===== src/design/stlc_pkg.sv =====
`timescale 1ns / 1ps
// Shared types and constants for the smoothed thermistor lookup core.
// Used by every module of the block; depends on nothing else.
package stlc_pkg;

  // Defaults for the top-level parameters.
  localparam int DEFAULT_TABLE_DEPTH   = 64;
  localparam int DEFAULT_FILTER_WEIGHT = 30;

  // Configuration port.
  localparam int CFG_INDEX_W = 1;
  localparam int CFG_DATA_W  = 8;
  localparam logic [CFG_INDEX_W-1:0] REG_START_TEMP = 1'd0;
  localparam logic [CFG_INDEX_W-1:0] REG_ENTRIES    = 1'd1;
  localparam logic [7:0] START_TEMP_RESET = 8'd0;
  localparam logic [6:0] ENTRIES_RESET    = 7'd64;

  // Item kinds.
  localparam logic OP_SAMPLE      = 1'b0;
  localparam logic OP_TABLE_WRITE = 1'b1;

  // Depth of the queue between the front and back parts.
  localparam int QUEUE_DEPTH = 2;

  typedef struct packed {
    logic       cmd;
    logic [7:0] sample;
    logic [5:0] entry_index;
    logic [7:0] entry_value;
  } item_t;

  typedef struct packed {
    logic signed [7:0] temp_half_deg;
    logic [7:0]        smoothed_level;
  } result_t;

  // Classified command as held in the queue.
  typedef struct packed {
    logic       op;
    logic [5:0] index;
    logic [7:0] data;
  } cmd_t;

endpackage


===== src/design/stlc_front.sv =====
`timescale 1ns / 1ps
// Front part: accepts input items, drops table writes that fall outside the
// table and packs the rest into queue commands. Depends on stlc_pkg.
module stlc_front import stlc_pkg::*; #(
  parameter int TABLE_DEPTH = DEFAULT_TABLE_DEPTH
) (
  input  logic  push,
  input  item_t item,
  output logic  full,
  input  logic  queue_full,
  output logic  enq,
  output cmd_t  enq_cmd
);

  localparam int IDX_CMP_W = 9;

  logic accepted;
  logic keep;

  assign full     = queue_full;
  assign accepted = push && !queue_full;

  // A write beyond the table is accepted but has no effect.
  assign keep = (item.cmd == OP_SAMPLE) ||
                (IDX_CMP_W'(item.entry_index) < IDX_CMP_W'(TABLE_DEPTH));

  assign enq = accepted && keep;

  always_comb begin
    enq_cmd.op    = item.cmd;
    enq_cmd.index = item.entry_index;
    enq_cmd.data  = (item.cmd == OP_SAMPLE) ? item.sample : item.entry_value;
  end

endmodule


===== src/design/stlc_queue.sv =====
`timescale 1ns / 1ps
// Short command queue between the front and back parts.
// Depends on stlc_pkg for the command type and depth.
module stlc_queue import stlc_pkg::*; (
  input  logic clk,
  input  logic rst,
  input  logic enq,
  input  cmd_t enq_cmd,
  output logic full,
  output logic valid,
  output cmd_t head,
  input  logic deq
);

  localparam int PTR_W = (QUEUE_DEPTH > 1) ? $clog2(QUEUE_DEPTH) : 1;
  localparam int CNT_W = $clog2(QUEUE_DEPTH + 1);

  cmd_t             slots [QUEUE_DEPTH];
  logic [PTR_W-1:0] wr_ptr;
  logic [PTR_W-1:0] rd_ptr;
  logic [CNT_W-1:0] count;
  logic             do_enq;
  logic             do_deq;

  assign full   = (count == CNT_W'(QUEUE_DEPTH));
  assign valid  = (count != '0);
  assign head   = slots[rd_ptr];
  assign do_enq = enq && !full;
  assign do_deq = deq && valid;

  always_ff @(posedge clk) begin
    if (do_enq) begin
      slots[wr_ptr] <= enq_cmd;
    end
  end

  always_ff @(posedge clk) begin
    if (rst) begin
      wr_ptr <= '0;
      rd_ptr <= '0;
      count  <= '0;
    end else begin
      if (do_enq) begin
        wr_ptr <= (wr_ptr == PTR_W'(QUEUE_DEPTH - 1)) ? '0 : wr_ptr + 1'b1;
      end
      if (do_deq) begin
        rd_ptr <= (rd_ptr == PTR_W'(QUEUE_DEPTH - 1)) ? '0 : rd_ptr + 1'b1;
      end
      if (do_enq && !do_deq) begin
        count <= count + 1'b1;
      end else if (do_deq && !do_enq) begin
        count <= count - 1'b1;
      end
    end
  end

  a_count_bound : assert property (@(posedge clk) disable iff (rst)
    count <= CNT_W'(QUEUE_DEPTH))
    else $error("command queue holds more than its depth");

  a_count_track : assert property (@(posedge clk) disable iff (rst)
    (do_enq && !do_deq) |=> count == $past(count) + 1'b1)
    else $error("command queue count missed a push");

endmodule


===== src/design/stlc_back.sv =====
`timescale 1ns / 1ps
// Back part: configuration registers, moving-average filter with a reciprocal
// divider, threshold table memory and table search. Depends on stlc_pkg.
module stlc_back import stlc_pkg::*; #(
  parameter int TABLE_DEPTH   = DEFAULT_TABLE_DEPTH,
  parameter int FILTER_WEIGHT = DEFAULT_FILTER_WEIGHT
) (
  input  logic                   clk,
  input  logic                   rst,
  input  logic                   cfg_write,
  input  logic [CFG_INDEX_W-1:0] cfg_index,
  input  logic [CFG_DATA_W-1:0]  cfg_data,
  input  logic                   q_valid,
  input  cmd_t                   q_head,
  output logic                   q_deq,
  output logic                   empty,
  output result_t                result,
  input  logic                   pop
);

  localparam int AW      = (TABLE_DEPTH > 1) ? $clog2(TABLE_DEPTH) : 1;
  localparam int CNT_W0  = $clog2(TABLE_DEPTH + 1);
  localparam int CMP_W   = (CNT_W0 > 8) ? CNT_W0 : 8;
  localparam int ACC_W   = $clog2(256 * FILTER_WEIGHT);
  localparam int ACC_MAX = 256 * FILTER_WEIGHT - 1;
  localparam logic [ACC_W-1:0] DIVISOR = ACC_W'(FILTER_WEIGHT);

  // Rounded-up reciprocal of the weight; exact for every accumulator value.
  localparam int RECIP_SHIFT = ACC_W + $clog2(FILTER_WEIGHT);
  localparam int RECIP_W     = ACC_W + 1;
  localparam int PROD_W      = ACC_W + RECIP_W;
  localparam logic [RECIP_W-1:0] RECIP =
      RECIP_W'(((1 << RECIP_SHIFT) + FILTER_WEIGHT - 1) / FILTER_WEIGHT);

  localparam logic [1:0] ST_IDLE   = 2'd0;
  localparam logic [1:0] ST_FILTER = 2'd1;
  localparam logic [1:0] ST_DIVIDE = 2'd2;
  localparam logic [1:0] ST_SEARCH = 2'd3;

  logic [7:0] table_mem [TABLE_DEPTH];
  logic [7:0] rd_data;

  logic [1:0]        state;
  logic [7:0]        start_temp;
  logic [6:0]        entries_in_use;
  logic              seeded;
  logic [ACC_W-1:0]  acc;
  logic [ACC_W-1:0]  acc_next;
  logic [PROD_W-1:0] product;
  logic [ACC_W-1:0]  level_rem;
  logic [7:0]        level;
  logic [7:0]        sample;
  logic [CMP_W-1:0]  count;
  logic [CMP_W-1:0]  count_sat;
  logic [CMP_W-1:0]  ptr;
  logic [CMP_W-1:0]  cmp_idx;
  logic              cmp_valid;
  logic              issue;
  logic              hit;
  logic              miss;
  logic [7:0]        offset;
  logic              mem_we;
  logic              res_valid;
  result_t           res;

  assign empty  = !res_valid;
  assign result = res;

  assign mem_we = (state == ST_IDLE) && q_valid && (q_head.op == OP_TABLE_WRITE);
  assign q_deq  = (state == ST_IDLE) && q_valid &&
                  ((q_head.op == OP_TABLE_WRITE) || !res_valid);

  assign count_sat = (CMP_W'(entries_in_use) > CMP_W'(TABLE_DEPTH)) ?
                     CMP_W'(TABLE_DEPTH) : CMP_W'(entries_in_use);

  // The previous level is already acc / N, so the update needs no divide.
  assign acc_next  = acc - ACC_W'(level) + ACC_W'(sample);
  assign product   = PROD_W'(acc) * PROD_W'(RECIP);
  assign level_rem = acc - ACC_W'(level) * DIVISOR;

  // Reads are issued one entry per cycle; the compare runs in the cycle after each read.
  assign issue  = (state == ST_SEARCH) && (ptr < count);
  assign hit    = (state == ST_SEARCH) && cmp_valid && (level >= rd_data);
  assign miss   = (state == ST_SEARCH) && !cmp_valid && !issue;
  assign offset = hit ? 8'(cmp_idx - CMP_W'(1)) : 8'(count - CMP_W'(1));

  always_ff @(posedge clk) begin
    if (mem_we) begin
      table_mem[AW'(q_head.index)] <= q_head.data;
    end
    rd_data <= table_mem[ptr[AW-1:0]];
  end

  always_ff @(posedge clk) begin
    if (rst) begin
      state          <= ST_IDLE;
      start_temp     <= START_TEMP_RESET;
      entries_in_use <= ENTRIES_RESET;
      seeded         <= 1'b0;
      cmp_valid      <= 1'b0;
      res_valid      <= 1'b0;
    end else begin
      if (cfg_write) begin
        case (cfg_index)
          REG_START_TEMP: start_temp <= cfg_data[7:0];
          REG_ENTRIES:    entries_in_use <= cfg_data[6:0];
          default: ;
        endcase
      end

      case (state)
        ST_IDLE: begin
          if (q_deq && (q_head.op == OP_SAMPLE)) begin
            sample    <= q_head.data;
            count     <= count_sat;
            ptr       <= CMP_W'(1);
            cmp_valid <= 1'b0;
            state     <= ST_FILTER;
          end
        end
        ST_FILTER: begin
          if (!seeded) begin
            acc    <= ACC_W'(ACC_W'(sample) * DIVISOR);
            level  <= sample;
            seeded <= 1'b1;
            state  <= ST_SEARCH;
          end else begin
            acc   <= acc_next;
            state <= ST_DIVIDE;
          end
        end
        ST_DIVIDE: begin
          // Division by the weight as a multiply by its reciprocal and a shift.
          level <= product[RECIP_SHIFT +: 8];
          state <= ST_SEARCH;
        end
        ST_SEARCH: begin
          cmp_valid <= issue;
          cmp_idx   <= ptr;
          if (issue) begin
            ptr <= ptr + 1'b1;
          end
          if (hit || miss) begin
            res.temp_half_deg  <= start_temp + offset;
            res.smoothed_level <= level;
            state              <= ST_IDLE;
          end
        end
        default: state <= ST_IDLE;
      endcase

      if (state == ST_SEARCH && (hit || miss)) begin
        res_valid <= 1'b1;
      end else if (pop && res_valid) begin
        res_valid <= 1'b0;
      end
    end
  end

  a_result_from_search : assert property (@(posedge clk) disable iff (rst)
    $rose(res_valid) |-> $past(state) == ST_SEARCH)
    else $error("result appeared without a finished search");

  a_divide_remainder : assert property (@(posedge clk) disable iff (rst)
    (state == ST_SEARCH) |-> level_rem < DIVISOR)
    else $error("filter level is not the accumulator divided by the weight");

  a_acc_bound : assert property (@(posedge clk) disable iff (rst)
    seeded |-> acc <= ACC_W'(ACC_MAX))
    else $error("filter accumulator out of range");

  a_no_sample_while_full : assert property (@(posedge clk) disable iff (rst)
    (state == ST_FILTER) |-> !res_valid || $past(pop))
    else $error("sample started while a result was still waiting");

endmodule


===== src/design/smoothed_thermistor_temperature_lookup_core.sv =====
`timescale 1ns / 1ps
// Top level of the smoothed thermistor lookup core: ties the front part,
// the command queue and the back part together. Depends on stlc_pkg.
//
// Items enter through a two-entry command queue, so the input keeps accepting
// while the back part works and while a result waits to be popped, until the
// queue is full. A table write is written to the table memory as it leaves the
// queue in the back part's idle state. A sample leaves the queue, then passes
// the filter step and a step that divides the accumulator by the weight with
// a reciprocal multiply (skipped for the first sample, which seeds the filter)
// and then the table search, which reads one entry per cycle from the table
// memory. A new sample starts only once the previous result has been popped.
// There is no clearing pass: table entries must be written before a search
// reaches them.
module smoothed_thermistor_temperature_lookup_core import stlc_pkg::*; #(
  parameter int TABLE_DEPTH   = DEFAULT_TABLE_DEPTH,
  parameter int FILTER_WEIGHT = DEFAULT_FILTER_WEIGHT
) (
  input  logic                   clk,
  input  logic                   rst,
  input  logic                   push,
  input  item_t                  item,
  output logic                   full,
  output logic                   empty,
  output result_t                result,
  input  logic                   pop,
  input  logic                   cfg_write,
  input  logic [CFG_INDEX_W-1:0] cfg_index,
  input  logic [CFG_DATA_W-1:0]  cfg_data
);

  logic queue_full;
  logic enq;
  cmd_t enq_cmd;
  logic q_valid;
  cmd_t q_head;
  logic q_deq;

  stlc_front #(
    .TABLE_DEPTH(TABLE_DEPTH)
  ) u_front (
    .push       (push),
    .item       (item),
    .full       (full),
    .queue_full (queue_full),
    .enq        (enq),
    .enq_cmd    (enq_cmd)
  );

  stlc_queue u_queue (
    .clk     (clk),
    .rst     (rst),
    .enq     (enq),
    .enq_cmd (enq_cmd),
    .full    (queue_full),
    .valid   (q_valid),
    .head    (q_head),
    .deq     (q_deq)
  );

  stlc_back #(
    .TABLE_DEPTH  (TABLE_DEPTH),
    .FILTER_WEIGHT(FILTER_WEIGHT)
  ) u_back (
    .clk       (clk),
    .rst       (rst),
    .cfg_write (cfg_write),
    .cfg_index (cfg_index),
    .cfg_data  (cfg_data),
    .q_valid   (q_valid),
    .q_head    (q_head),
    .q_deq     (q_deq),
    .empty     (empty),
    .result    (result),
    .pop       (pop)
  );

endmodule

===== config.mk =====
export PLATFORM = sky130hd
export DESIGN_NAME = smoothed_thermistor_temperature_lookup_core
export DESIGN_NICKNAME = d
export VERILOG_FILES = /design/src/design/stlc_pkg.sv /design/src/design/stlc_front.sv /design/src/design/stlc_queue.sv /design/src/design/stlc_back.sv /design/src/design/smoothed_thermistor_temperature_lookup_core.sv
export SDC_FILE = /design/constraint.sdc
export NUM_CORES = 1
export LEC_CHECK = 0
export BUFFER_PORTS_ARGS = -buffer_cell sky130_fd_sc_hd__buf_2
export CAP_MARGIN = 20
export CORE_ASPECT_RATIO = 0.75
export CORE_MARGIN = 2
export CORE_UTILIZATION = 50
export CTS_CLUSTER_SIZE = 25
export DETAILED_ROUTE_END_ITERATION = 10
export HOLD_SLACK_MARGIN = 0.03
export PLACE_DENSITY = 0.66
export SLEW_MARGIN = 10
export SYNTH_ARGS = -nofsm -noshare
export SYNTH_HDL_FRONTEND = slang
export SYNTH_SLANG_ARGS = --single-unit

===== constraint.sdc =====
create_clock -name clk -period 6.5 [get_ports clk]
set_input_delay 0.325 -clock clk [delete_from_list [all_inputs] [get_ports clk]]
set_output_delay 0.325 -clock clk [all_outputs]
set_load 0.1 [all_outputs]

==> metrics.txt <==
Routed WL 61.2 mm; global placer's final weighted congestion 0.825; Layout Nets about 1900; overall routing resource usage 21.4%; placed insts between 2000 and 2500; Static Leak 11.1 nW; ys async rst share 0%; Clock Sinks 643; max-slew violations 0; Root Driver clkbuf_16; met1 GRT Util between 30 and 40%; commonest cells after routing, fill and taps aside 610 x edfxtp_1, 168 x mux4_2, 127 x ha_1; Resize count post-CTS 0; routing usage on met3 ~3.8%; post-route clock period utilization 70.5%; Placement Setup Slack between 1.5 and 2 ns; Most Used Layer, Global Route met1; status finished, final reports clean; final setup fails 0; DIE AREA between 0.05 and 0.06 mm2; PD cells a little under 400 mW/mm2; # diodes 0; antenna violations before repair 0; hold_ws approximately 0.065 ns; final hold violation count 0; worst vdd ir between 0.2 and 0.3 mV; synthesized flop and latch total roughly 640; HPWL Detailed roughly 40 mm; Post-Syn Instances roughly 1600; # fillers 4370; First DRT Iteration DRCs roughly 1400; PortBufs 54; CORE AREA 0.0571 mm2; Slew @ Worst Pin between 1 and 1.5 ns; I/O pin count 55; Startpoint Class flip-flop; number of synthesized flops with an enable pin 610; DRT antenna net count 0; Hold/Removal Path Class in -> reg; Yosys top cell area share a little under two thirds; Initial Util 50.3%; GR Overflow Total 0; min cycle time layout ~4.6 ns; max cap viols 0; Worst-Skew Late Latency roughly 0.62 ns; top post-synthesis cells by area edfxtp_1 64%, mux4_2 13%, ha_1 5.5%; cts bufs inserted about 60; post-route cell area around 0.032 mm2; top achievable clock speed ~220 MHz; mean post-synth cell area 17.8 um2; RSZ-0062 raised after global routing no; Worst Path Max Fanout 6; Crit Path Category reg -> reg; placed instance area roughly 0.03 mm2; DRC Markers 0; Unique masters post-synth 52; Net Count, Synth 1823; maximum clock path buffer count 3; H-Tree Depth 2; area leader, netlist edfxtp_1; Vert. Die Dim 212 um; largest net degree at the start of global routing ~130; ys flop type edfxtp_1; met2 Track Usage GR between 30% and 40%; first-pass GRT wire length approximately 94 mm; final std cells w/o fill roughly 2600; ratio of cells with drive above 1 in the final layout between 20 and 25%; clock skew around 0.024 ns; die width approximately 280 um; via count between 10000 and 15000; Slew HR 31.4%; Synth warnings 0; first-pass iteration count of the detailed router 5; vias in the first global route 14900; Clock transition at path regs approximately 0.07 ns; Synth-to-Final Area Change 11.7%; via/cell ratio between 5 and 6; CP required 6.98 ns; final setup margin approximately 1.9 ns; most common cell after layout, fill and taps aside edfxtp_1; row cnt 76; Post-Syn Area between 0.02 and 0.03 mm2; CTS tree done; Setup crit end kind flip-flop; routed wire length per instance 24.0 um; Power Total around 12 mW; Data arrival, critical path just over 5 ns; Final Util a little under three fifths; post-synthesis sequential area ratio 66.1%; Post-Route Setup TNS 0 ns
## layer usage
| metal | part of all wire, % | vias up | wire length (um) |
|---|---|---|---|
| met5 | 0 | - | 0 |
| met4 | 1.6 | 0 | 1010 |
| met3 | 6.1 | 77 | 3720 |
| met2 | 45 | 402 | 27800 |
| met1 | 47 | 7484 | 28700 |
| li1 | - | 6480 | - |
## where the power goes
group	leakage, nW	internal (mW)	switching [mW]
clock network	0.938	1.95	1.52
registers	5.77	5.06	0.159
logic	4.43	1.48	2.19
## sequential cells by signal, summed over array words and instances (netlist names), named ones only
register / count
u_queue.count: 2
u_back.cmp_idx: 8
u_back.table_mem: 512
u_queue.rd_ptr: 1
u_back.sample: 8
u_back.start_temp: 8
u_back.state: 2
u_back.level: 8
u_back.result: 16
u_back.ptr: 8
u_queue.wr_ptr: 1
u_queue.slots: 30
u_back.seeded: 1
u_back.acc: 13
u_back.cmp_valid: 1
u_back.entries_in_use: 7
u_back.rd_data: 8
u_back.res_valid: 1
u_back.count: 7
## cell families after synthesis
group                      synth area share, %
buffers and inverters                     2.55
and+or+nand+nor                           4.31
adders and majority gates                 8.39
xor gates and xnor gates                  1.48
muxes                                     14.9
DFF                                       66.1
AOI/OAI and AO/OA                         2.28
## worst paths after layout
kind / end / cells after the start / from / slack [ns]
hold reg to reg: u_back.entries_in_use[3]$_SDFFE_PP0P_ / 2 / u_back.entries_in_use[3]$_SDFFE_PP0P_ / 0.47
hold / removal: u_queue.slots[0][1]$_DFFE_PP_ / 2 / item[1] / 0.06
setup / recovery: u_back.level[7]$_DFFE_PP_ / 14 / u_back.acc[10]$_DFFE_PP_ / 1.92
setup reg to reg: u_back.level[7]$_DFFE_PP_ / 14 / u_back.acc[10]$_DFFE_PP_ / 1.92
## cell type report
type	count	area, um2	area share (%)
clock buffer	76	1610	5.03
clock inverter	33	313	0.975
inverter	117	439	1.37
multi-input combinational	800	9030	28.1
sequential	643	19000	59.2
tap	780	976	3.04
timing repair buffer	102	733	2.29
## synth_stat cells (11+ instances only)
master    number
clkbuf_1      32
fa_1          41
mux4_2       168
dfxtp_1       33
inv_1        117
nand3_1       31
nor2_1       111
xnor2_1       27
mux2i_1       27
buf_1         11
nand2_1       41
xor2_1        19
a21oi_1       45
mux2_2        21
nor2b_1       17
edfxtp_1     610
ha_1         127
## worst max-delay path, cell delays in order (launching register included)
cell       delay, ns
edfxtp_1        0.49
ha_1            0.39
fa_1            0.49
inv_1           0.05
fa_1            0.51
fa_1            0.49
ha_1            0.34
a21oi_1         0.16
o21a_1          0.14
o2bb2ai_1       0.07
nor2_1          0.20
o21ai_1         0.17
a41o_1          0.32
or4b_1          0.52
nand3_1         0.08
## repair_timing
action / CTS / global route
endpoints found under the hold margin: 42 / 0
buffers inserted: 0 / 0
hold buffers: 31 / 0
(Power assumes the default switching activity.)
